$ cat src/hw/rtl/drpc_pkg.sv
package drpc_pkg;

	localparam int SLOTS_DEF = 8;
	localparam int AHEAD     = 4;
	localparam int PAGE_BITS = 16;

	localparam logic [2:0] KIND_LOOKUP         = 3'd0;
	localparam logic [2:0] KIND_DEMAND_STORE   = 3'd1;
	localparam logic [2:0] KIND_PREFETCH_STORE = 3'd2;
	localparam logic [2:0] KIND_SET_POS        = 3'd3;
	localparam logic [2:0] KIND_PREFETCH_QUERY = 3'd4;
	localparam logic [2:0] KIND_CLEAR          = 3'd5;

	typedef struct packed {
		logic [2:0]           kind;
		logic [PAGE_BITS-1:0] page_index;
		logic [31:0]          page_size;
		logic [31:0]          payload_handle;
	} req_t;

	typedef struct packed {
		logic                 out_of_range;
		logic                 hit;
		logic [2:0]           slot_number;
		logic [31:0]          found_size;
		logic [31:0]          found_handle;
		logic                 stored;
		logic                 evicted_valid;
		logic [PAGE_BITS-1:0] evicted_page;
		logic                 target_valid;
		logic [PAGE_BITS-1:0] target_page;
	} rsp_t;

	typedef struct packed {
		logic [PAGE_BITS-1:0] page;
		logic [31:0]          size;
		logic [31:0]          handle;
	} slot_entry_t;

endpackage

$ cat src/hw/rtl/drpc_ram.sv
module drpc_ram #(
	parameter int WIDTH = 8,
	parameter int DEPTH = 8,
	localparam int AW = (DEPTH > 1) ? $clog2(DEPTH) : 1
) (
	input  logic             clk,
	input  logic             we,
	input  logic [AW-1:0]    waddr,
	input  logic [WIDTH-1:0] wdata,
	input  logic             re,
	input  logic [AW-1:0]    raddr,
	output logic [WIDTH-1:0] rdata
);

	logic [WIDTH-1:0] mem [DEPTH];

	always_ff @(posedge clk) begin
		if (we) begin
			mem[waddr] <= wdata;
		end
		if (re) begin
			rdata <= mem[raddr];
		end
	end

endmodule

$ cat src/hw/rtl/distance_replacement_page_cache_core.sv
// Page-slot directory with distance-based replacement. Slot contents (page, size, handle)
// live in a single-port-read RAM; valid bits and the reading position sit in flops.
// Lookups, stores and prefetch queries walk the RAM one slot per cycle in the scan state,
// then pass the last and resolve states; set position, clear, out-of-range requests
// and unused kinds go straight to resolve. The response register frees the input side:
// a new request is taken while the previous response still waits. page_count must be
// written only while the block is idle; the block itself does not enforce this.
module distance_replacement_page_cache_core
	import drpc_pkg::*;
#(
	parameter int SLOTS = SLOTS_DEF
) (
	input  logic                 clk,
	input  logic                 arst_n,
	input  logic                 req_valid,
	output logic                 req_stall,
	input  req_t                 req,
	output logic                 rsp_valid,
	input  logic                 rsp_stall,
	output rsp_t                 rsp,
	input  logic                 cfg_we,
	input  logic [PAGE_BITS-1:0] cfg_wdata
);

	localparam int SW = (SLOTS > 1) ? $clog2(SLOTS) : 1;
	localparam int EW = $bits(slot_entry_t);

	typedef enum logic [1:0] {ST_IDLE, ST_SCAN, ST_LAST, ST_RESOLVE} state_t;

	state_t               state_q;
	req_t                 req_q;
	logic [PAGE_BITS-1:0] page_count_q;
	logic [PAGE_BITS-1:0] pos_q;
	logic [SLOTS-1:0]     slot_valid_q;
	logic [SW-1:0]        scan_idx_q;
	logic                 rd_vld_s1;
	logic [SW-1:0]        rd_slot_s1;
	logic                 match_q;
	logic [SW-1:0]        match_slot_q;
	logic [31:0]          match_size_q;
	logic [31:0]          match_handle_q;
	logic                 have_q;
	logic [PAGE_BITS-1:0] best_dist_q;
	logic [SW-1:0]        best_slot_q;
	logic [PAGE_BITS-1:0] best_page_q;
	logic [AHEAD-1:0]     cached_q;
	logic                 rsp_valid_q;
	rsp_t                 rsp_q;

	slot_entry_t          rd_entry;
	slot_entry_t          wr_entry;
	logic [EW-1:0]        rd_bits;
	logic                 ram_we;
	logic [SW-1:0]        victim;
	logic                 scan_hit;
	logic                 rd_match;
	logic [PAGE_BITS-1:0] rd_dist;
	logic [PAGE_BITS:0]   rd_diff;
	logic [AHEAD-1:0]     ahead_hit;
	logic                 have_free;
	logic [SW-1:0]        free_idx;
	logic                 rsp_ld;
	logic                 req_oor;
	logic                 store_go;
	rsp_t                 res;

	function automatic logic [PAGE_BITS-1:0] abs_diff(input logic [PAGE_BITS-1:0] a,
		input logic [PAGE_BITS-1:0] b);
		return (a >= b) ? a - b : b - a;
	endfunction

	function automatic logic [2:0] slot_field(input logic [SW-1:0] s);
		return 3'(32'(s));
	endfunction

	assign wr_entry = '{page: req_q.page_index, size: req_q.page_size,
		handle: req_q.payload_handle};
	assign rd_entry = slot_entry_t'(rd_bits);

	drpc_ram #(
		.WIDTH(EW),
		.DEPTH(SLOTS)
	) u_slot_ram (
		.clk  (clk),
		.we   (ram_we),
		.waddr(victim),
		.wdata(EW'(wr_entry)),
		.re   (state_q == ST_SCAN),
		.raddr(scan_idx_q),
		.rdata(rd_bits)
	);

	// per-slot evaluation of the entry read in the previous cycle
	assign scan_hit = rd_vld_s1 && slot_valid_q[rd_slot_s1];
	assign rd_match = rd_entry.page == req_q.page_index;
	assign rd_dist  = abs_diff(rd_entry.page, pos_q);
	assign rd_diff  = {1'b0, rd_entry.page} - {1'b0, pos_q};

	always_comb begin
		for (int j = 0; j < AHEAD; j++) begin
			ahead_hit[j] = scan_hit && (rd_entry.page > pos_q) &&
				(rd_diff == (PAGE_BITS+1)'(j + 1));
		end
	end

	// lowest empty slot
	always_comb begin
		have_free = 1'b0;
		free_idx  = '0;
		for (int i = SLOTS - 1; i >= 0; i--) begin
			if (!slot_valid_q[i]) begin
				have_free = 1'b1;
				free_idx  = SW'(i);
			end
		end
	end

	assign victim  = have_free ? free_idx : best_slot_q;
	assign req_oor = req_q.page_index >= page_count_q;
	assign rsp_ld  = (state_q == ST_RESOLVE) && (!rsp_valid_q || !rsp_stall);
	assign ram_we  = rsp_ld && store_go;

	always_comb begin
		logic [PAGE_BITS:0] idx;
		logic               done;
		res      = '0;
		store_go = 1'b0;
		idx      = '0;
		done     = 1'b0;
		case (req_q.kind)
			KIND_LOOKUP: begin
				if (req_oor) begin
					res.out_of_range = 1'b1;
				end else if (match_q) begin
					res.hit          = 1'b1;
					res.slot_number  = slot_field(match_slot_q);
					res.found_size   = match_size_q;
					res.found_handle = match_handle_q;
				end
			end
			KIND_DEMAND_STORE, KIND_PREFETCH_STORE: begin
				if (req_oor) begin
					res.out_of_range = 1'b1;
				end else if (req_q.page_size != '0 && !match_q &&
					!(req_q.kind == KIND_PREFETCH_STORE &&
					abs_diff(req_q.page_index, pos_q) > PAGE_BITS'(AHEAD + 2))) begin
					store_go          = 1'b1;
					res.stored        = 1'b1;
					res.slot_number   = slot_field(victim);
					res.evicted_valid = !have_free;
					res.evicted_page  = have_free ? '0 : best_page_q;
				end
			end
			KIND_PREFETCH_QUERY: begin
				for (int i = 1; i <= AHEAD; i++) begin
					idx = {1'b0, pos_q} + (PAGE_BITS+1)'(i);
					if (!done) begin
						if (idx >= {1'b0, page_count_q}) begin
							done = 1'b1;
						end else if (!cached_q[i-1]) begin
							done             = 1'b1;
							res.target_valid = 1'b1;
							res.target_page  = idx[PAGE_BITS-1:0];
						end
					end
				end
			end
			default: begin
			end
		endcase
	end

	always_ff @(posedge clk or negedge arst_n) begin
		if (!arst_n) begin
			state_q      <= ST_IDLE;
			page_count_q <= '0;
			pos_q        <= '0;
			slot_valid_q <= '0;
			scan_idx_q   <= '0;
			rd_vld_s1    <= 1'b0;
			rsp_valid_q  <= 1'b0;
		end else begin
			if (cfg_we) begin
				page_count_q <= cfg_wdata;
			end
			if (rsp_valid_q && !rsp_stall && !rsp_ld) begin
				rsp_valid_q <= 1'b0;
			end

			if (scan_hit) begin
				if (rd_match && !match_q) begin
					match_q        <= 1'b1;
					match_slot_q   <= rd_slot_s1;
					match_size_q   <= rd_entry.size;
					match_handle_q <= rd_entry.handle;
				end
				if (!have_q || rd_dist > best_dist_q) begin
					have_q      <= 1'b1;
					best_dist_q <= rd_dist;
					best_slot_q <= rd_slot_s1;
					best_page_q <= rd_entry.page;
				end
				cached_q <= cached_q | ahead_hit;
			end

			case (state_q)
				ST_IDLE: begin
					if (req_valid) begin
						req_q      <= req;
						match_q    <= 1'b0;
						have_q     <= 1'b0;
						cached_q   <= '0;
						scan_idx_q <= '0;
						rd_vld_s1  <= 1'b0;
						if (req.kind == KIND_PREFETCH_QUERY ||
							((req.kind == KIND_LOOKUP || req.kind == KIND_DEMAND_STORE ||
							req.kind == KIND_PREFETCH_STORE) &&
							req.page_index < page_count_q)) begin
							state_q <= ST_SCAN;
						end else begin
							state_q <= ST_RESOLVE;
						end
					end
				end
				ST_SCAN: begin
					rd_vld_s1  <= 1'b1;
					rd_slot_s1 <= scan_idx_q;
					if (scan_idx_q == SW'(SLOTS - 1)) begin
						state_q <= ST_LAST;
					end else begin
						scan_idx_q <= scan_idx_q + SW'(1);
					end
				end
				ST_LAST: begin
					rd_vld_s1 <= 1'b0;
					state_q   <= ST_RESOLVE;
				end
				ST_RESOLVE: begin
					if (rsp_ld) begin
						rsp_q       <= res;
						rsp_valid_q <= 1'b1;
						state_q     <= ST_IDLE;
						if (store_go) begin
							slot_valid_q[victim] <= 1'b1;
						end
						if (req_q.kind == KIND_SET_POS) begin
							pos_q <= req_q.page_index;
						end
						if (req_q.kind == KIND_CLEAR) begin
							slot_valid_q <= '0;
						end
					end
				end
				default: begin
					state_q <= ST_IDLE;
				end
			endcase
		end
	end

	assign req_stall = state_q != ST_IDLE;
	assign rsp_valid = rsp_valid_q;
	assign rsp       = rsp_q;

	a_we_only_on_store: assert property (@(posedge clk) disable iff (!arst_n)
		ram_we |-> rsp_ld && (req_q.kind == KIND_DEMAND_STORE ||
		req_q.kind == KIND_PREFETCH_STORE))
		else $error("slot RAM written outside a store response");

	a_evict_when_full: assert property (@(posedge clk) disable iff (!arst_n)
		rsp_ld && res.evicted_valid |-> &slot_valid_q)
		else $error("eviction reported while an empty slot exists");

	a_clear_empties: assert property (@(posedge clk) disable iff (!arst_n)
		rsp_ld && req_q.kind == KIND_CLEAR |=> slot_valid_q == '0)
		else $error("clear request left valid slots");

endmodule
$ cat config.mk
export PLATFORM = sky130hd
export DESIGN_NAME = distance_replacement_page_cache_core
export DESIGN_NICKNAME = d
export VERILOG_FILES = /design/src/hw/rtl/drpc_pkg.sv /design/src/hw/rtl/drpc_ram.sv /design/src/hw/rtl/distance_replacement_page_cache_core.sv
export SDC_FILE = /design/constraint.sdc
export NUM_CORES = 1
export LEC_CHECK = 0
export ABC_CLOCK_PERIOD_IN_PS = 15600
export BUFFER_PORTS_ARGS = -buffer_cell sky130_fd_sc_hd__clkbuf_2
export CAP_MARGIN = 15
export CORE_MARGIN = 5
export CORE_UTILIZATION = 40
export CTS_CLUSTER_DIAMETER = 200
export DETAILED_ROUTE_END_ITERATION = 7
export PLACE_DENSITY = 0.58
export SLEW_MARGIN = 0
export SYNTH_ARGS = -nofsm -noshare
export SYNTH_HDL_FRONTEND = slang
export SYNTH_SLANG_ARGS = --single-unit
$ cat constraint.sdc
create_clock -name clk -period 15.6 [get_ports clk]
set_clock_uncertainty 0.05 [all_clocks]
set_input_delay 0 -clock clk [delete_from_list [all_inputs] [get_ports clk]]
set_output_delay 0 -clock clk [all_outputs]
set_load 0.01 [all_outputs]
==> flow_metrics.tcl <==
set metrics [dict create \
    status "finished clean" \
    grt_pass1_vias 26968 \
    max_freq_mhz 145 \
    setup_viol 0 \
    clkTransAtPathRegs_ps 60 \
    relSlewSlack 0.271 \
    yosysWarnings 0 \
    async_flop_share 0.0441 \
    grt.overflow.total 0 \
    place.port_buffers 209 \
    grtUsageTotal 0.193 \
    num_io_pins 210 \
    synth_area_per_cell_sq_um 17.1 \
    n_fill_cell 9336 \
    multiInputGateArea_sq_um 13000 \
    ff2ff_setup_slack_ps 8700 \
    synth_cells 2656 \
    place_inst 4301 \
    num_vias 25575 \
    switching_power_mw 3.15 \
    finalHoldViolations 0 \
    end_kind "flip-flop" \
    design.die.area_sq_um 121000 \
    core_area_sq_um 113000 \
    regToRegEndpoint "u_slot_ram.mem[0][54]" \
    powerDensity_nw_per_um2 175 \
    grt_pass1_wl_mm 175 \
    clk-insertion-delay-late_ps 690 \
    clkSinkCount 1065 \
    drt_iter0_markers 1844 \
    clkPwrFrac 0.271 \
    dpl.hpwl_mm 74.3 \
    holdCritStartpoint "req[77]" \
    synth_mux_area_frac 0.106 \
    critical_path_buf_inv_count 3 \
    path_class "reg -> reg" \
    critPathMaxFanout 51 \
    area_growth_pct 18.7 \
    critical_path_required_ps 15840 \
    startpoint_type "flip-flop" \
    critPathTopFamily "buffers and inverters" \
    worstPathArrival_ps 7140 \
    synth_top_family_by_area "multiplexers" \
    p_comb_frac 0.325 \
    r2r_cells 14 \
    synth_compound_area_frac 0.0521 \
    synth_fa_ha_area_frac 0.0518 \
    hold_depth 2 \
    cts_tree "built" \
    path_cells "inv_1 > fa_1 > a211oi_4 > o21ai_2 > a221oi_2 > nand2_4 > mux2i_1 > xor2_1 > or4_1 > o32a_1 > or2_4 > nor4_2 > buf_4 > buf_4" \
    regArea_sq_um 31800 \
    period_share 0.443 \
    fin_tns_setup_ps 0 \
    clk_path_buf_depth 3 \
    maxCapViolCount 0 \
    cts_root_buf "clkbuf_16" \
    ctsHtreeMaxLevel 3 \
    antenna_left 0 \
    syn_area_sq_um 45500 \
    fp.dieH_um 347 \
    seq_power_share 0.404 \
    wl_mm 118 \
    min_period_ps 6900 \
    post-route-drc-count 0 \
    gp_congestion 0.903 \
    synth.distinct_cells 79 \
    drtPass1Iterations 6 \
    ys_ff_latch 1065 \
    synth_edf_count 1018 \
    cp_common_cell "buf_4" \
    viasPerCell 5.42 \
    drive_above_1_share 0.217 \
    setup_ws_ps 8700 \
    grt_max_degree 67 \
    syn_nets 2946 \
    hold_class "in -> reg" \
    fin_util 0.479 \
    worst_pin_slew_ps 1090 \
    fp-row-count 123 \
    cp_slowest_cell "dfrtp_1" \
    wire_per_inst_um 25.0 \
    p_int_mw 6.31 \
    place_ws_ps 8760 \
    nets 3411 \
    synthSimpleGateAreaFrac 0.0537 \
    critPathMaxStageDelay_ps 790 \
    start_util 0.404 \
    holdWs_ps 46.9 \
    synth_flop_cell "edfxtp_1" \
    antenna_found_initial 13 \
    rr_startpoint "pos_q[1]" \
    cts_buffers 108 \
    drv_slew 0 \
    finalNonFillerCells 4719 \
    vdd_ir_drop_max_v 0.000107 \
    p_leak_nw 18.8 \
    rsz0062_at_grt "false" \
    die_w_um 347 \
    whs_endpoint "req_q[77]" \
    swShare 0.333 \
    synthXorXnorAreaFrac 0.0208 \
    yosysSeqAreaShare 0.697 \
]
[registers in the layout, indices dropped and copies added (netlist names), 2 cells and up]
register,flops
page_count_q,16
cached_q,4
best_page_q,16
rsp,104
best_slot_q,3
slot_valid_q,8
u_slot_ram.rdata,80
scan_idx_q,3
u_slot_ram.mem,640
match_size_q,32
pos_q,16
match_handle_q,32
req_q,83
rd_slot_s1,3
state_q,2
match_slot_q,3
best_dist_q,16
[how the worst max path moves through the flow]
stage / from / end / slack, ps / cells past startpoint
4_1_cts: pos_q[1] / u_slot_ram.mem[0][59] / 8730 / 14
3_5_place_dp: pos_q[1] / u_slot_ram.mem[0][42] / 8760 / 14
5_1_grt: pos_q[1] / u_slot_ram.mem[0][54] / 8450 / 14
2_1_floorplan: pos_q[1] / u_slot_ram.mem[0][0] / 3390 / 14
3_3_place_gp: pos_q[1] / u_slot_ram.mem[0][44] / 8760 / 14
6_report: pos_q[1] / u_slot_ram.mem[0][54] / 8700 / 14
[routing by layer]
layer  part of all wire  global-route usage
met5                  0                   0
met4              0.030              0.0632
met3              0.055              0.0316
met2               0.48               0.314
met1               0.44               0.267
[layout make-up]
| type | count | share of cell area |
|---|---|---|
| clock inverter | 67 | 0.0119 |
| tap | 1500 | 0.0347 |
| antenna | 6 | 0.000278 |
| timing repair buffer | 457 | 0.0635 |
| multi-input combinational | 1381 | 0.241 |
| inverter | 108 | 0.00750 |
| clock buffer | 135 | 0.0534 |
| sequential | 1065 | 0.588 |
[synth_stat cells, types with 6 or more instances]
| cell type | n | area [sq um] |
|---|---|---|
| edfxtp_1 | 1018 | 30600 |
| ha_1 | 182 | 2280 |
| mux4_2 | 162 | 3650 |
| nand2_1 | 128 | 480 |
| inv_1 | 106 | 398 |
| o21ai_0 | 86 | 430 |
| and2_1 | 84 | 526 |
| mux2_2 | 84 | 946 |
| xnor2_1 | 84 | 736 |
| a21oi_1 | 81 | 405 |
| clkbuf_1 | 73 | 274 |
| a21o_1 | 54 | 405 |
| nor2_1 | 50 | 188 |
| dfrtp_1 | 47 | 1180 |
| nand4_1 | 31 | 194 |
| nand3_1 | 28 | 140 |
| nand2b_1 | 26 | 163 |
| nor3_1 | 25 | 125 |
| nor4_1 | 25 | 156 |
| mux2i_1 | 24 | 240 |
| o21a_1 | 24 | 180 |
| xor2_1 | 24 | 210 |
| nor2b_1 | 17 | 106 |
| buf_1 | 16 | 60.1 |
| a211oi_1 | 13 | 97.6 |
| a222oi_1 | 13 | 130 |
| and3_1 | 10 | 62.6 |
| o21bai_1 | 10 | 75.1 |
| a31oi_1 | 9 | 56.3 |
| buf_2 | 8 | 40.0 |
| o211ai_1 | 8 | 60.1 |
| a2111oi_0 | 7 | 61.3 |
| or3_1 | 7 | 43.8 |
| and4_1 | 6 | 52.6 |
| nor3b_1 | 6 | 45.0 |
| or2_2 | 6 | 37.5 |
[layout by cell type (no fill, tap or decap), types with 13 or more instances in the layout]
cell type	netlist	final
edfxtp_1	1018	1018
dlygate4sd3_1	0	210
clkbuf_2	0	209
ha_1	182	181
mux4_2	162	162
nand2_1	128	128
clkbuf_16	0	110
inv_1	106	106
o21ai_0	86	86
xnor2_1	84	84
and2_1	84	84
mux2_2	84	84
a21oi_1	81	81
a21o_1	54	54
nor2_1	50	49
dfrtp_1	47	44
buf_4	0	38
nand4_1	31	31
clkinv_2	0	29
nand3_1	28	28
nand2b_1	26	26
nor4_1	25	24
o21a_1	24	24
mux2i_1	24	24
xor2_1	24	24
clkbuf_1	73	21
nor3_1	25	20
nor2b_1	17	17
clkinv_1	1	15
a211oi_1	13	13
a222oi_1	13	13
[metrics by stage]
stage	power, mW	cell area, sq um
6_report	9.46	54100
5_1_grt	9.97	54000
4_1_cts	9.54	54000
3_5_place_dp	6.91	48400
3_3_place_gp	6.90	48400
2_1_floorplan	5.93	45500
[what timing repair did]
action / in CTS / in global routing
hold buffers: 210 / 0
endpoints found under the hold margin: 183 / 0
setup buffers: 0 / 0
resized for setup: 0 / 0
[cell families after synthesis]
group	Yosys count
compound gates	355
xor+xnor	108
fa+ha+maj	186
buf+inv	210
flops	1065
mux	270
simple gates	462
[power by group through the flow]
| stage | Combinational [mW] | Clock [mW] | Sequential [mW] |
|---|---|---|---|
| 6_report | 3.07 | 2.56 | 3.82 |
| 5_1_grt | 3.37 | 2.75 | 3.85 |
| 4_1_cts | 3.09 | 2.62 | 3.83 |
| 3_5_place_dp | 3.03 | 0 | 3.89 |
| 3_3_place_gp | 3.03 | 0 | 3.87 |
| 2_1_floorplan | 2.24 | 0 | 3.69 |
No activity file was read; power rests on OpenSTA's default activity.
